<file path="config.mk">
export PLATFORM = sky130hd
export DESIGN_NAME = quadrature_encoder_coalescing_queue_core
export DESIGN_NICKNAME = d
export VERILOG_FILES = /design/src/hdl/qecq_pkg.sv /design/src/hdl/qecq_alu.sv /design/src/hdl/quadrature_encoder_coalescing_queue_core.sv
export SDC_FILE = /design/constraint.sdc
export NUM_CORES = 1
export LEC_CHECK = 0
export BUFFER_PORTS_ARGS = -buffer_cell sky130_fd_sc_hd__buf_2
export CAP_MARGIN = 20
export CORE_MARGIN = 4
export CORE_UTILIZATION = 45
export DETAILED_ROUTE_END_ITERATION = 10
export PLACE_DENSITY = 0.71
export REMOVE_ABC_BUFFERS = 1
export SLEW_MARGIN = 25
export SYNTH_ARGS = -nofsm -noshare
export SYNTH_HDL_FRONTEND = slang
export SYNTH_SLANG_ARGS = --single-unit
</file>
<file path="constraint.sdc">
create_clock -name clk -period 5.1 [get_ports clk]
set_clock_uncertainty 0.1 [all_clocks]
set_input_delay 1.02 -clock clk [delete_from_list [all_inputs] [get_ports clk]]
set_output_delay 1.02 -clock clk [all_outputs]
set_load 0.05 [all_outputs]
</file>
<file path="src/hdl/qecq_pkg.sv">
// types and constants shared by the quadrature encoder coalescing queue
// no dependencies
package qecq_pkg;

  localparam int DEF_NUM_ENCODERS = 4;
  localparam int DEF_QUEUE_DEPTH  = 16;

  localparam logic [31:0] DEF_SEND_INTERVAL = 32'd10000;

  localparam logic CMD_SAMPLE = 1'b0;
  localparam logic CMD_TICK   = 1'b1;

  // sums that leave -127..126 after one step
  localparam logic signed [7:0] AMOUNT_OVER_HIGH = 8'sd127;
  localparam logic signed [7:0] AMOUNT_OVER_LOW  = -8'sd128;

  typedef struct packed {
    logic        cmd;
    logic [1:0]  encoder;
    logic        pin_a;
    logic        pin_b;
    logic [15:0] elapsed_us;
  } in_item_t;

  typedef struct packed {
    logic [1:0]         enc_index;
    logic signed [7:0]  amount;
    logic               last;
  } out_item_t;

  typedef struct packed {
    logic [1:0]         enc;
    logic signed [7:0]  amount;
  } entry_t;

endpackage

</file>
<file path="src/hdl/qecq_alu.sv">
// shared 32-bit adder with carry in and carry out
// used for timer accumulate, interval compare and amount merge; no dependencies
module qecq_alu (
  input  logic [31:0] a,
  input  logic [31:0] b,
  input  logic        cin,
  output logic [32:0] sum
);

  assign sum = {1'b0, a} + {1'b0, b} + {32'd0, cin};

endmodule

</file>
<file path="src/hdl/quadrature_encoder_coalescing_queue_core.sv">
// quadrature encoder x2 decode with a coalescing movement queue
// depends on qecq_pkg and qecq_alu
// sample SAMPLE, MERGE on a step; tick TICK_ADD, TICK_CMP; entry FLUSH_READ/LOAD/SEND
// throughput: one item at a time; the shared adder and one memory read port set it
// a flush entry waits in the output register until its transfer
// reset: synchronous; clears levels, queue count, timer and sets the interval to 10000
module quadrature_encoder_coalescing_queue_core #(
  parameter int NUM_ENCODERS = qecq_pkg::DEF_NUM_ENCODERS,
  parameter int QUEUE_DEPTH  = qecq_pkg::DEF_QUEUE_DEPTH
) (
  input  logic                clk,
  input  logic                rst,
  input  logic                item_valid,
  output logic                item_ready,
  input  qecq_pkg::in_item_t  item,
  output logic                result_valid,
  input  logic                result_ready,
  output qecq_pkg::out_item_t result,
  input  logic                cfg_we,
  input  logic [31:0]         cfg_data
);
  import qecq_pkg::*;

  localparam int ADDR_W = $clog2(QUEUE_DEPTH);
  localparam int CNT_W  = $clog2(QUEUE_DEPTH + 1);

  typedef enum logic [2:0] {
    IDLE, SAMPLE, MERGE, TICK_ADD, TICK_CMP, FLUSH_READ, FLUSH_LOAD, FLUSH_SEND
  } state_t;

  state_t                  state;
  in_item_t                item_q;
  logic [31:0]             send_interval;
  logic [31:0]             timer;
  logic [CNT_W-1:0]        count;
  logic [ADDR_W-1:0]       rd_idx;
  logic [NUM_ENCODERS-1:0] level_a;
  logic [NUM_ENCODERS-1:0] level_known;
  logic                    step_up;

  entry_t                  mem [QUEUE_DEPTH];
  entry_t                  rd_data;
  logic [ADDR_W-1:0]       rd_addr;
  logic                    mem_we;
  logic [ADDR_W-1:0]       mem_waddr;
  entry_t                  mem_wdata;

  logic [31:0]             alu_a;
  logic [31:0]             alu_b;
  logic                    alu_cin;
  logic [32:0]             alu_sum;

  logic                    cur_level;
  logic                    cur_known;
  logic                    enc_ok;
  logic                    step_needed;
  logic [ADDR_W-1:0]       tail_addr;
  logic signed [7:0]       total;
  logic                    tail_hit;
  logic                    total_zero;
  logic                    total_over;
  logic                    queue_full;
  logic                    do_push;

  qecq_alu u_alu (
    .a   (alu_a),
    .b   (alu_b),
    .cin (alu_cin),
    .sum (alu_sum)
  );

  assign item_ready = (state == IDLE);
  assign tail_addr  = ADDR_W'(count - 1'b1);
  assign queue_full = (count == CNT_W'(QUEUE_DEPTH));
  assign enc_ok     = int'(item_q.encoder) < NUM_ENCODERS;

  always_comb begin
    cur_level = 1'b0;
    cur_known = 1'b0;
    for (int i = 0; i < NUM_ENCODERS; i++) begin
      if (int'(item_q.encoder) == i) begin
        cur_level = level_a[i];
        cur_known = level_known[i];
      end
    end
  end

  assign step_needed = enc_ok && cur_known && (item_q.pin_a != cur_level);

  always_comb begin
    unique case (state)
      TICK_ADD: begin
        alu_a   = timer;
        alu_b   = {16'd0, item_q.elapsed_us};
        alu_cin = 1'b0;
      end
      TICK_CMP: begin
        alu_a   = timer;
        alu_b   = ~send_interval;
        alu_cin = 1'b1;
      end
      default: begin
        alu_a   = {{24{rd_data.amount[7]}}, rd_data.amount};
        alu_b   = step_up ? 32'd1 : 32'hFFFF_FFFF;
        alu_cin = 1'b0;
      end
    endcase
  end

  assign total      = alu_sum[7:0];
  assign tail_hit   = (count != '0) && (rd_data.enc == item_q.encoder);
  assign total_zero = (total == 8'sd0);
  assign total_over = (total == AMOUNT_OVER_HIGH) || (total == AMOUNT_OVER_LOW);
  assign do_push    = (!tail_hit || total_over) && !queue_full;

  always_comb begin
    rd_addr   = (state == SAMPLE) ? tail_addr : rd_idx;
    mem_we    = 1'b0;
    mem_waddr = tail_addr;
    mem_wdata = '{enc: item_q.encoder, amount: total};
    if (state == MERGE) begin
      if (tail_hit && !total_zero && !total_over) begin
        mem_we = 1'b1;
      end else if (do_push) begin
        mem_we    = 1'b1;
        mem_waddr = ADDR_W'(count);
        mem_wdata = '{enc: item_q.encoder, amount: step_up ? 8'sd1 : -8'sd1};
      end
    end
  end

  always_ff @(posedge clk) begin
    if (mem_we) begin
      mem[mem_waddr] <= mem_wdata;
    end
    rd_data <= mem[rd_addr];
  end

  always_ff @(posedge clk) begin
    if (rst) begin
      state         <= IDLE;
      send_interval <= DEF_SEND_INTERVAL;
      timer         <= '0;
      count         <= '0;
      rd_idx        <= '0;
      level_a       <= '0;
      level_known   <= '0;
      result_valid  <= 1'b0;
    end else begin
      if (cfg_we) begin
        send_interval <= cfg_data;
      end
      unique case (state)
        IDLE: begin
          if (item_valid) begin
            item_q <= item;
            state  <= (item.cmd == CMD_TICK) ? TICK_ADD : SAMPLE;
          end
        end
        SAMPLE: begin
          step_up <= (item_q.pin_b != item_q.pin_a);
          for (int i = 0; i < NUM_ENCODERS; i++) begin
            if (int'(item_q.encoder) == i) begin
              level_a[i]     <= item_q.pin_a;
              level_known[i] <= 1'b1;
            end
          end
          state <= step_needed ? MERGE : IDLE;
        end
        MERGE: begin
          if (tail_hit && total_zero) begin
            count <= count - 1'b1;
          end else if (do_push) begin
            count <= count + 1'b1;
          end
          state <= IDLE;
        end
        TICK_ADD: begin
          // saturate on carry out
          timer <= alu_sum[32] ? 32'hFFFF_FFFF : alu_sum[31:0];
          state <= TICK_CMP;
        end
        TICK_CMP: begin
          if (alu_sum[32]) begin
            timer  <= '0;
            rd_idx <= '0;
            state  <= (count == '0) ? IDLE : FLUSH_READ;
          end else begin
            state <= IDLE;
          end
        end
        FLUSH_READ: begin
          state <= FLUSH_LOAD;
        end
        FLUSH_LOAD: begin
          result.enc_index <= rd_data.enc;
          result.amount    <= rd_data.amount;
          result.last      <= (CNT_W'(rd_idx) + 1'b1 == count);
          result_valid     <= 1'b1;
          state            <= FLUSH_SEND;
        end
        FLUSH_SEND: begin
          if (result_ready) begin
            result_valid <= 1'b0;
            if (result.last) begin
              count <= '0;
              state <= IDLE;
            end else begin
              rd_idx <= rd_idx + 1'b1;
              state  <= FLUSH_READ;
            end
          end
        end
        default: state <= IDLE;
      endcase
    end
  end

endmodule

</file>
==> results of run 1 <==
[cells in the mapped netlist, types with 3 or more instances]
| master | n |
|---|---|
| nand3b_1 | 7 |
| nor2_1 | 98 |
| o21ai_0 | 64 |
| clkbuf_1 | 46 |
| nand2b_1 | 8 |
| a2111oi_0 | 3 |
| a211oi_1 | 19 |
| a31oi_1 | 7 |
| a21oi_1 | 88 |
| nor4_1 | 5 |
| mux2_2 | 19 |
| o21bai_1 | 6 |
| inv_1 | 13 |
| o22ai_1 | 3 |
| o21a_1 | 3 |
| nand3_1 | 16 |
| edfxtp_1 | 192 |
| nor3b_1 | 6 |
| or2_2 | 6 |
| ha_1 | 34 |
| o21ai_1 | 4 |
| mux2i_1 | 51 |
| o211ai_1 | 5 |
| mux4_2 | 42 |
| nor3_1 | 11 |
| or3_1 | 4 |
| dfxtp_1 | 95 |
| nor2b_1 | 5 |
| xnor2_1 | 17 |
| xor2_1 | 23 |
| a21o_1 | 55 |
| buf_2 | 7 |
| nand2_1 | 52 |
| and3_1 | 7 |
| buf_1 | 9 |
| and2_1 | 3 |
[per-stage QoR]
| step | setup TNS, ns | util [%] | hold WS [ns] |
|---|---|---|---|
| final | 0 | 52.6 | 0.345 |
| after global routing | 0 | 52.6 | 0.354 |
| after CTS | 0 | 52.4 | 0.341 |
| after detailed placement | 0 | 49.0 | 0.339 |
| after global placement | 0 | 49.0 | 0.333 |
| after floorplan | -700.60 | - | 0.300 |
[state kept, by name, summed over array words and instances (netlist names)]
signal         count
rd_data           10
result            11
mem              160
timer             32
result_valid       1
count              5
item_q            20
rd_idx             4
step_up            1
state              3
level_a            4
send_interval     32
level_known        4
[timing repair]
item                       4_1_cts  5_1_grt
setup endpoints to repair        0       81
gates resized for setup          0        8
buffers inserted                 0        0
[area by class of cell]
class | count | area, µm² | share of cell area, %
Clock inverter | 17 | 223 | 1.43
Clock buffer | 38 | 791 | 5.09
Timing Repair Buffer | 120 | 726 | 4.67
Tap cell | 390 | 488 | 3.14
Multi-Input combinational cell | 718 | 5600 | 36.0
Inverter | 13 | 48.8 | 0.314
Sequential cell | 287 | 7670 | 49.3
[power groups by stage]
stage               Sequential, mW  Combinational (mW)  Clock (mW)
global placement              2.85                1.64           0
CTS                           2.80                1.69        2.27
detailed placement            2.85                1.67           0
global route                  2.81                1.87        2.37
floorplan                     2.84                1.13           0
finish                        2.80                1.73        2.23
[worst max-delay path by stage]
stage,slack [ns],startpoint,endpoint
global route,0.02,state[0]$_SDFFE_PP0P_,mem[12][0]$_DFFE_PP_
detailed placement,0.16,state[0]$_SDFFE_PP0P_,mem[0][5]$_DFFE_PP_
global placement,0.26,state[0]$_SDFFE_PP0P_,timer[6]$_SDFFE_PP0P_
CTS,0.18,state[0]$_SDFFE_PP0P_,mem[0][6]$_DFFE_PP_
floorplan,-3.09,state[2]$_SDFFE_PP0P_,timer[29]$_SDFFE_PP0P_
finish,0.26,state[0]$_SDFFE_PP0P_,mem[12][0]$_DFFE_PP_
[layer usage]
layer / wire length, µm / GRT usage (%) / vias to the layer above
met5: 0 / 0 / -
met3: 2200 / 3.00 / 57
met4: 684 / 4.50 / 0
li1: - / - / 4280
met1: 14200 / 27.8 / 4502
met2: 15200 / 30.8 / 339
[cell families (layout without fill, tap and decap cells)]
group                    count (synthesis)  in the layout  share of synthesized area [%]
AO/OA/AOI/OAI                          288            288                           13.8
XOR/XNOR                                40             40                           2.60
adder cells (fa/ha/maj)                 36             36                           3.46
buffers and inverters                   77            188                           2.28
flip-flops                             287            287                           56.9
multiplexers                           112            112                           12.4
AND/OR/NAND/NOR                        242            242                           8.51
==> summary.md, run 1 <==
| Metric | Value |
|---|---|
| Worst rel slew slack | `34.8%` |
| Most frequent cells in the layout | `edfxtp_1, dfxtp_1, nor2_1` |
| Final WS setup | `0.259 ns` |
| Reg2reg path depth | `16` |
| Post-route insts no fill | `1583` |
| WP buf/inv | `3` |
| Critical Path AT | `5.04 ns` |
| DRT Pass-1 Iters | `5` |
| Top Ports | `between 70 and 80` |
| CTS Buf Count | `30` |
| Lkg Pwr | `5.97 nW` |
| Worst hold-check path type | `flip-flop to flip-flop` |
| Crit path kind | `flip-flop to flip-flop` |
| Die width | `181 µm` |
| Final WL | `around 32000 µm` |
| Period Utilization, post-route | `94.9%` |
| Core area | `0.0296 mm²` |
| Die H | `181 µm` |
| Pint | `about 4.7 mW` |
| Total gr overflow | `0` |
| Synth Instances | `about 1.1k` |
| Synthesized flop and latch total | `around 290` |
| Max Clk Rate | `0.207 GHz` |
| Worst-margin pin slew | `0.978 ns` |
| Max incr delay on CP | `0.42 ns` |
| Max Slew Vio Count | `0` |
| Gr usage total | `between 10% and 20%` |
| Skew-Pair Late Insertion Delay | `0.59 ns` |
| Final Critical Period | `4.84 ns` |
| Largest net degree at the start of global routing | `41` |
| Worst EP required | `5.30 ns` |
| Count of final setup violators | `0` |
| Place WS | `0.157 ns` |
| Crit path capture type | `flip-flop` |
| Seq pwr share | `41.4%` |
| Bufs on Longest Clock Path | `3` |
| Htree depth | `1` |
| Psw | `2.06 mW` |
| Placer congestion estimate | `0.927` |
| Endpoints failing hold | `0` |
| Layout cells sized above 1 | `22.0%` |
| Clock share of power | `33.0%` |
| Yosys warning count | `0` |
| Nets | `1264` |
| Yosys top cell by area | `edfxtp_1` |
| Hold-fix buffers, CTS | `0` |
| FF-to-FF setup slack | `roughly 0.26 ns` |
| Yosys top cell area share | `42.8%` |
| Asr flop ratio synth | `0%` |
| Hold path depth | `0` |
| Worst r2r dst | `mem[12][0]$_DFFE_PP_` |
| Combinational power share | `25.5%` |
| Area growth, synth to finish | `15.4%` |
| Register area share after synthesis | `a little under three fifths` |
| DRT iter0 DRCs | `slightly above 700` |
| Number of remaining DRC errors | `0` |
| Hold Crit Start | `rd_data[7]$_DFF_P_` |
| Main synth FF type | `edfxtp_1` |
| Routed wire per std cell | `a little over 20 µm` |
| Placed cell area | `about 0.014 mm²` |
| Design Power | `6.76 mW` |
| Levels on crit path | `16` |
| RSZ-0062 raised after global routing | `no` |
| Post-synth EDFFs | `192` |
| First-pass GRT wire length | `about 51000 µm` |
| CP max-delay cell | `dfxtp_1` |
| Net Sw Frac | `30.5%` |
| Clock sink total | `around 290` |
| Row count | `63` |
| Avg Vias per Cell | `5.80` |
| Area of the mapped netlist | `~0.013 mm²` |
| Worst-path maximum fanout | `10` |
| CP most frequent cell | `buf_4` |
| Final ANT Viol Nets | `0` |
| Placed cells | `approximately 1.5k` |
| Peak supply drop | `0.000274 V` |
| Status | `completed` |
| Fin area | `0.0155 mm²` |
| Startpoint Class | `flip-flop` |
| Hold Path End | `result[8]$_DFFE_PP_` |
| Crit path max-delay family | `simple AND/OR/NAND/NOR gates` |
| Cell Pwr Density | `roughly 430 mW/mm²` |
| Root Buffer | `clkbuf_16` |
| Initial antenna violation count | `0` |
| Number of inserted diodes | `0` |
| Initial Utilization | `45.6%` |
| IO buf count | `70` |
| Max cap viols | `0` |
| Clock Pin Slew Worst Setup and Hold Paths | `0.07 ns` |
| Syn Area/Cell | `12.5 µm²` |
| Worst R2R Start | `state[0]$_SDFFE_PP0P_` |
| CTS tree | `done` |
| Routed via count | `9178` |
| Commonest non-fill, non-tap cell in the layout | `edfxtp_1` |
| Cell chain of the critical path | `nand2_1 > or2_2 > nand2_1 > buf_4 > mux2_2 > ha_1 > a211o_1 > a2111o_1 > and3_1 > and4_4 > a221oi_4 > buf_4 > nor3_1 > mux2i_1 > nor2_1 > buf_4` |
| Post-DP HPWL | `21800 µm` |
| Synth area leaders | `edfxtp_1, dfxtp_1, mux4_2` |
| FILL cells | `approximately 2.5k` |
| Count of different cell masters after synthesis | `74` |
| Number of global-route vias before repair | `8795` |
| Die Footprint | `0.0328 mm²` |
(Power assumes the default switching activity.)
==> run 2, diff against run 1 <==
--- a/config.mk
+++ b/config.mk
@@ -5,12 +5,12 @@
 export SDC_FILE = /design/constraint.sdc
 export NUM_CORES = 1
 export LEC_CHECK = 0
-export BUFFER_PORTS_ARGS = -buffer_cell sky130_fd_sc_hd__buf_2
 export CAP_MARGIN = 20
 export CORE_MARGIN = 4
 export CORE_UTILIZATION = 45
 export DETAILED_ROUTE_END_ITERATION = 10
-export PLACE_DENSITY = 0.71
+export DONT_BUFFER_PORTS = 1
+export PLACE_DENSITY = 0.69
 export REMOVE_ABC_BUFFERS = 1
 export SLEW_MARGIN = 25
 export SYNTH_ARGS = -nofsm -noshare
==> run 2 against run 1 <==
Net effect:
- final cell count decreased by 4.2%
- non-clock buffer count is 69 lower
- hold slack worse by 0.0032 ns
- first-iteration DRC count grew 13%
- maximum frequency fell by 2.9%
- via count down 2.0%
- register-to-register slack lost 0.15 ns
- critical path depth did not move
- sequential power about the same
- largest cell class unchanged
==> summary.md, run 2 (same netlist as run 1, synthesis figures left out) <==
| Metric | Value |
|---|---|
| Layout cells sized above 1 | `between 10% and 20%` |
| Top Registers | `mem x160, send_interval x32, timer x32` |
| Avg Vias per Cell | `5.93` |
| Fin area | `0.0152 mm²` |
| Largest Register | `mem` |
| Htree depth | `1` |
| Max Slew Vio Count | `0` |
| Reg2reg path depth | `16` |
| WP buf/inv | `2` |
| Placer congestion estimate | `~0.9` |
| Routed via count | `8997` |
| Worst rel slew slack | `about a third` |
| Final WL | `around 32000 µm` |
| Peak supply drop | `about 0.00032 V` |
| Number of global-route vias before repair | `8743` |
| Worst-margin pin slew | `1.02 ns` |
| Cell Pwr Density | `435 mW/mm²` |
| Total gr overflow | `0` |
| IO buf count | `0` |
| Skew-Pair Late Insertion Delay | `0.56 ns` |
| Die width | `181 µm` |
| Period Utilization, post-route | `97.8%` |
| CP max-delay cell | `a2111oi_0` |
| Bufs on Longest Clock Path | `3` |
| Row count | `63` |
| Placed cell area | `0.0142 mm²` |
| CTS tree | `done` |
| Initial antenna violation count | `0` |
| Max incr delay on CP | `0.52 ns` |
| Top Ports | `71` |
| Crit path max-delay family | `simple AND/OR/NAND/NOR gates` |
| Number of remaining DRC errors | `0` |
| First-pass GRT wire length | `50000 µm` |
| Levels on crit path | `16` |
| CP most frequent cell | `nand2_1` |
| Most frequent cells in the layout | `edfxtp_1, nor2_1, dfxtp_1` |
| Worst R2R Start | `state[1]$_SDFFE_PP0P_` |
| RSZ-0062 raised after global routing | `yes` |
| Met2 usage | `a little under a third` |
| DRT iter0 DRCs | `a little over 800` |
| Largest net degree at the start of global routing | `52` |
| Final Critical Period | `4.99 ns` |
| GR peak layer | `met2` |
| Die Footprint | `0.0328 mm²` |
| Endpoints failing hold | `0` |
| FF-to-FF setup slack | `0.11 ns` |
| Die H | `181 µm` |
| Startpoint Class | `flip-flop` |
| Nets | `1196` |
| Crit path capture type | `flip-flop` |
| Number of inserted diodes | `0` |
| Initial Utilization | `45.6%` |
| Gr usage total | `19.1%` |
| Met1 Use GR | `a little over a quarter` |
| Hold path depth | `2` |
| Core area | `a little under 0.03 mm²` |
| Clock sink total | `287` |
| Post-DP HPWL | `~21000 µm` |
| Lkg Pwr | `about 5.7 nW` |
| Max cap viols | `0` |
| Worst hold-check path type | `flip-flop to flip-flop` |
| Root Buffer | `clkbuf_16` |
| Cell chain of the critical path | `nand2_1 > or2_2 > nand2_1 > buf_4 > mux2_2 > ha_1 > nand3_1 > a2111oi_0 > nor3_1 > a2111oi_4 > a221oi_4 > nor2_2 > a2bb2oi_1 > nand2_1 > nor2_1 > buf_4` |
| Critical Path AT | `about 5 ns` |
| Worst EP required | `5.27 ns` |
| Met3 usage | `~3.4%` |
| Design Power | `6.59 mW` |
| Hold Crit Start | `level_known[3]$_SDFFE_PP0P_` |
| Status | `completed` |
| Crit path kind | `flip-flop to flip-flop` |
| Worst-path maximum fanout | `9` |
| Hold-fix buffers, CTS | `0` |
| Routed wire per std cell | `21.1 µm` |
| Clock Pin Slew Worst Setup and Hold Paths | `roughly 0.060 ns` |
| Count of final setup violators | `0` |
| Area growth, synth to finish | `12.5%` |
| Max Clk Rate | `0.201 GHz` |
| Final ANT Viol Nets | `0` |
| Final core occ | `51.3%` |
| DRT Pass-1 Iters | `5` |
| Commonest non-fill, non-tap cell in the layout | `edfxtp_1` |
| Max reg flops | `160` |
| CTS Buf Count | `31` |
| Crit path launch | `state[1]$_SDFFE_PP0P_` |
==> run 2: through the flow <==
step | TNS (ns) | worst slack [ns] | hold slack (ns) | instances
2_1_floorplan | -700.60 | -3.09 | 0.300 | 1018
3_3_place_gp | 0 | 0.296 | 0.327 | 1458
3_5_place_dp | 0 | 0.218 | 0.335 | 1458
4_1_cts | 0 | 0.201 | 0.344 | 1516
5_1_grt | -6.73 | -0.153 | 0.372 | 1517
6_report | 0 | 0.113 | 0.342 | 1517
==> run 2: tightest hold or removal path: cells and delay by family, from the launching register on <==
family,cells,cell delay [ns]
AOI/OAI and AO/OA,1,0.05
buffers and inverters,1,0.05
DFF,1,0.30
==> run 2: final timing paths <==
check	endpoint
worst max register to register	mem[2][5]$_DFFE_PP_
worst max-delay path	mem[2][5]$_DFFE_PP_
worst min register to register	level_known[3]$_SDFFE_PP0P_
worst min-delay path	level_known[3]$_SDFFE_PP0P_
==> run 2: final cells by class <==
cell class              instances  area, µm²
clock inverters                13        109
clock buffers                  45        858
inverters                      13       48.8
multi-input cells             718       5590
well taps                     390        488
repair buffers                 51        395
fillers                      2505      14400
flip-flops and latches        287       7670
==> run 2: routing by layer <==
layer | part of all wire, % | vias to the layer above
met5 | 0 | -
met4 | 2.1 | 0
met3 | 7.4 | 50
met2 | 47 | 368
met1 | 43 | 4430
li1 | - | 4149
==> run 2: timing repair <==
action                                  4_1_cts  5_1_grt
endpoints found under the setup margin        0      113
gates resized for setup                       0        4
buffers inserted                              0        0
==> run 2: power by group <==
group          switching [mW]  internal [mW]
Combinational            1.03          0.626
Clock                   0.909           1.22
Sequential             0.0523           2.75
Total                    1.99           4.60
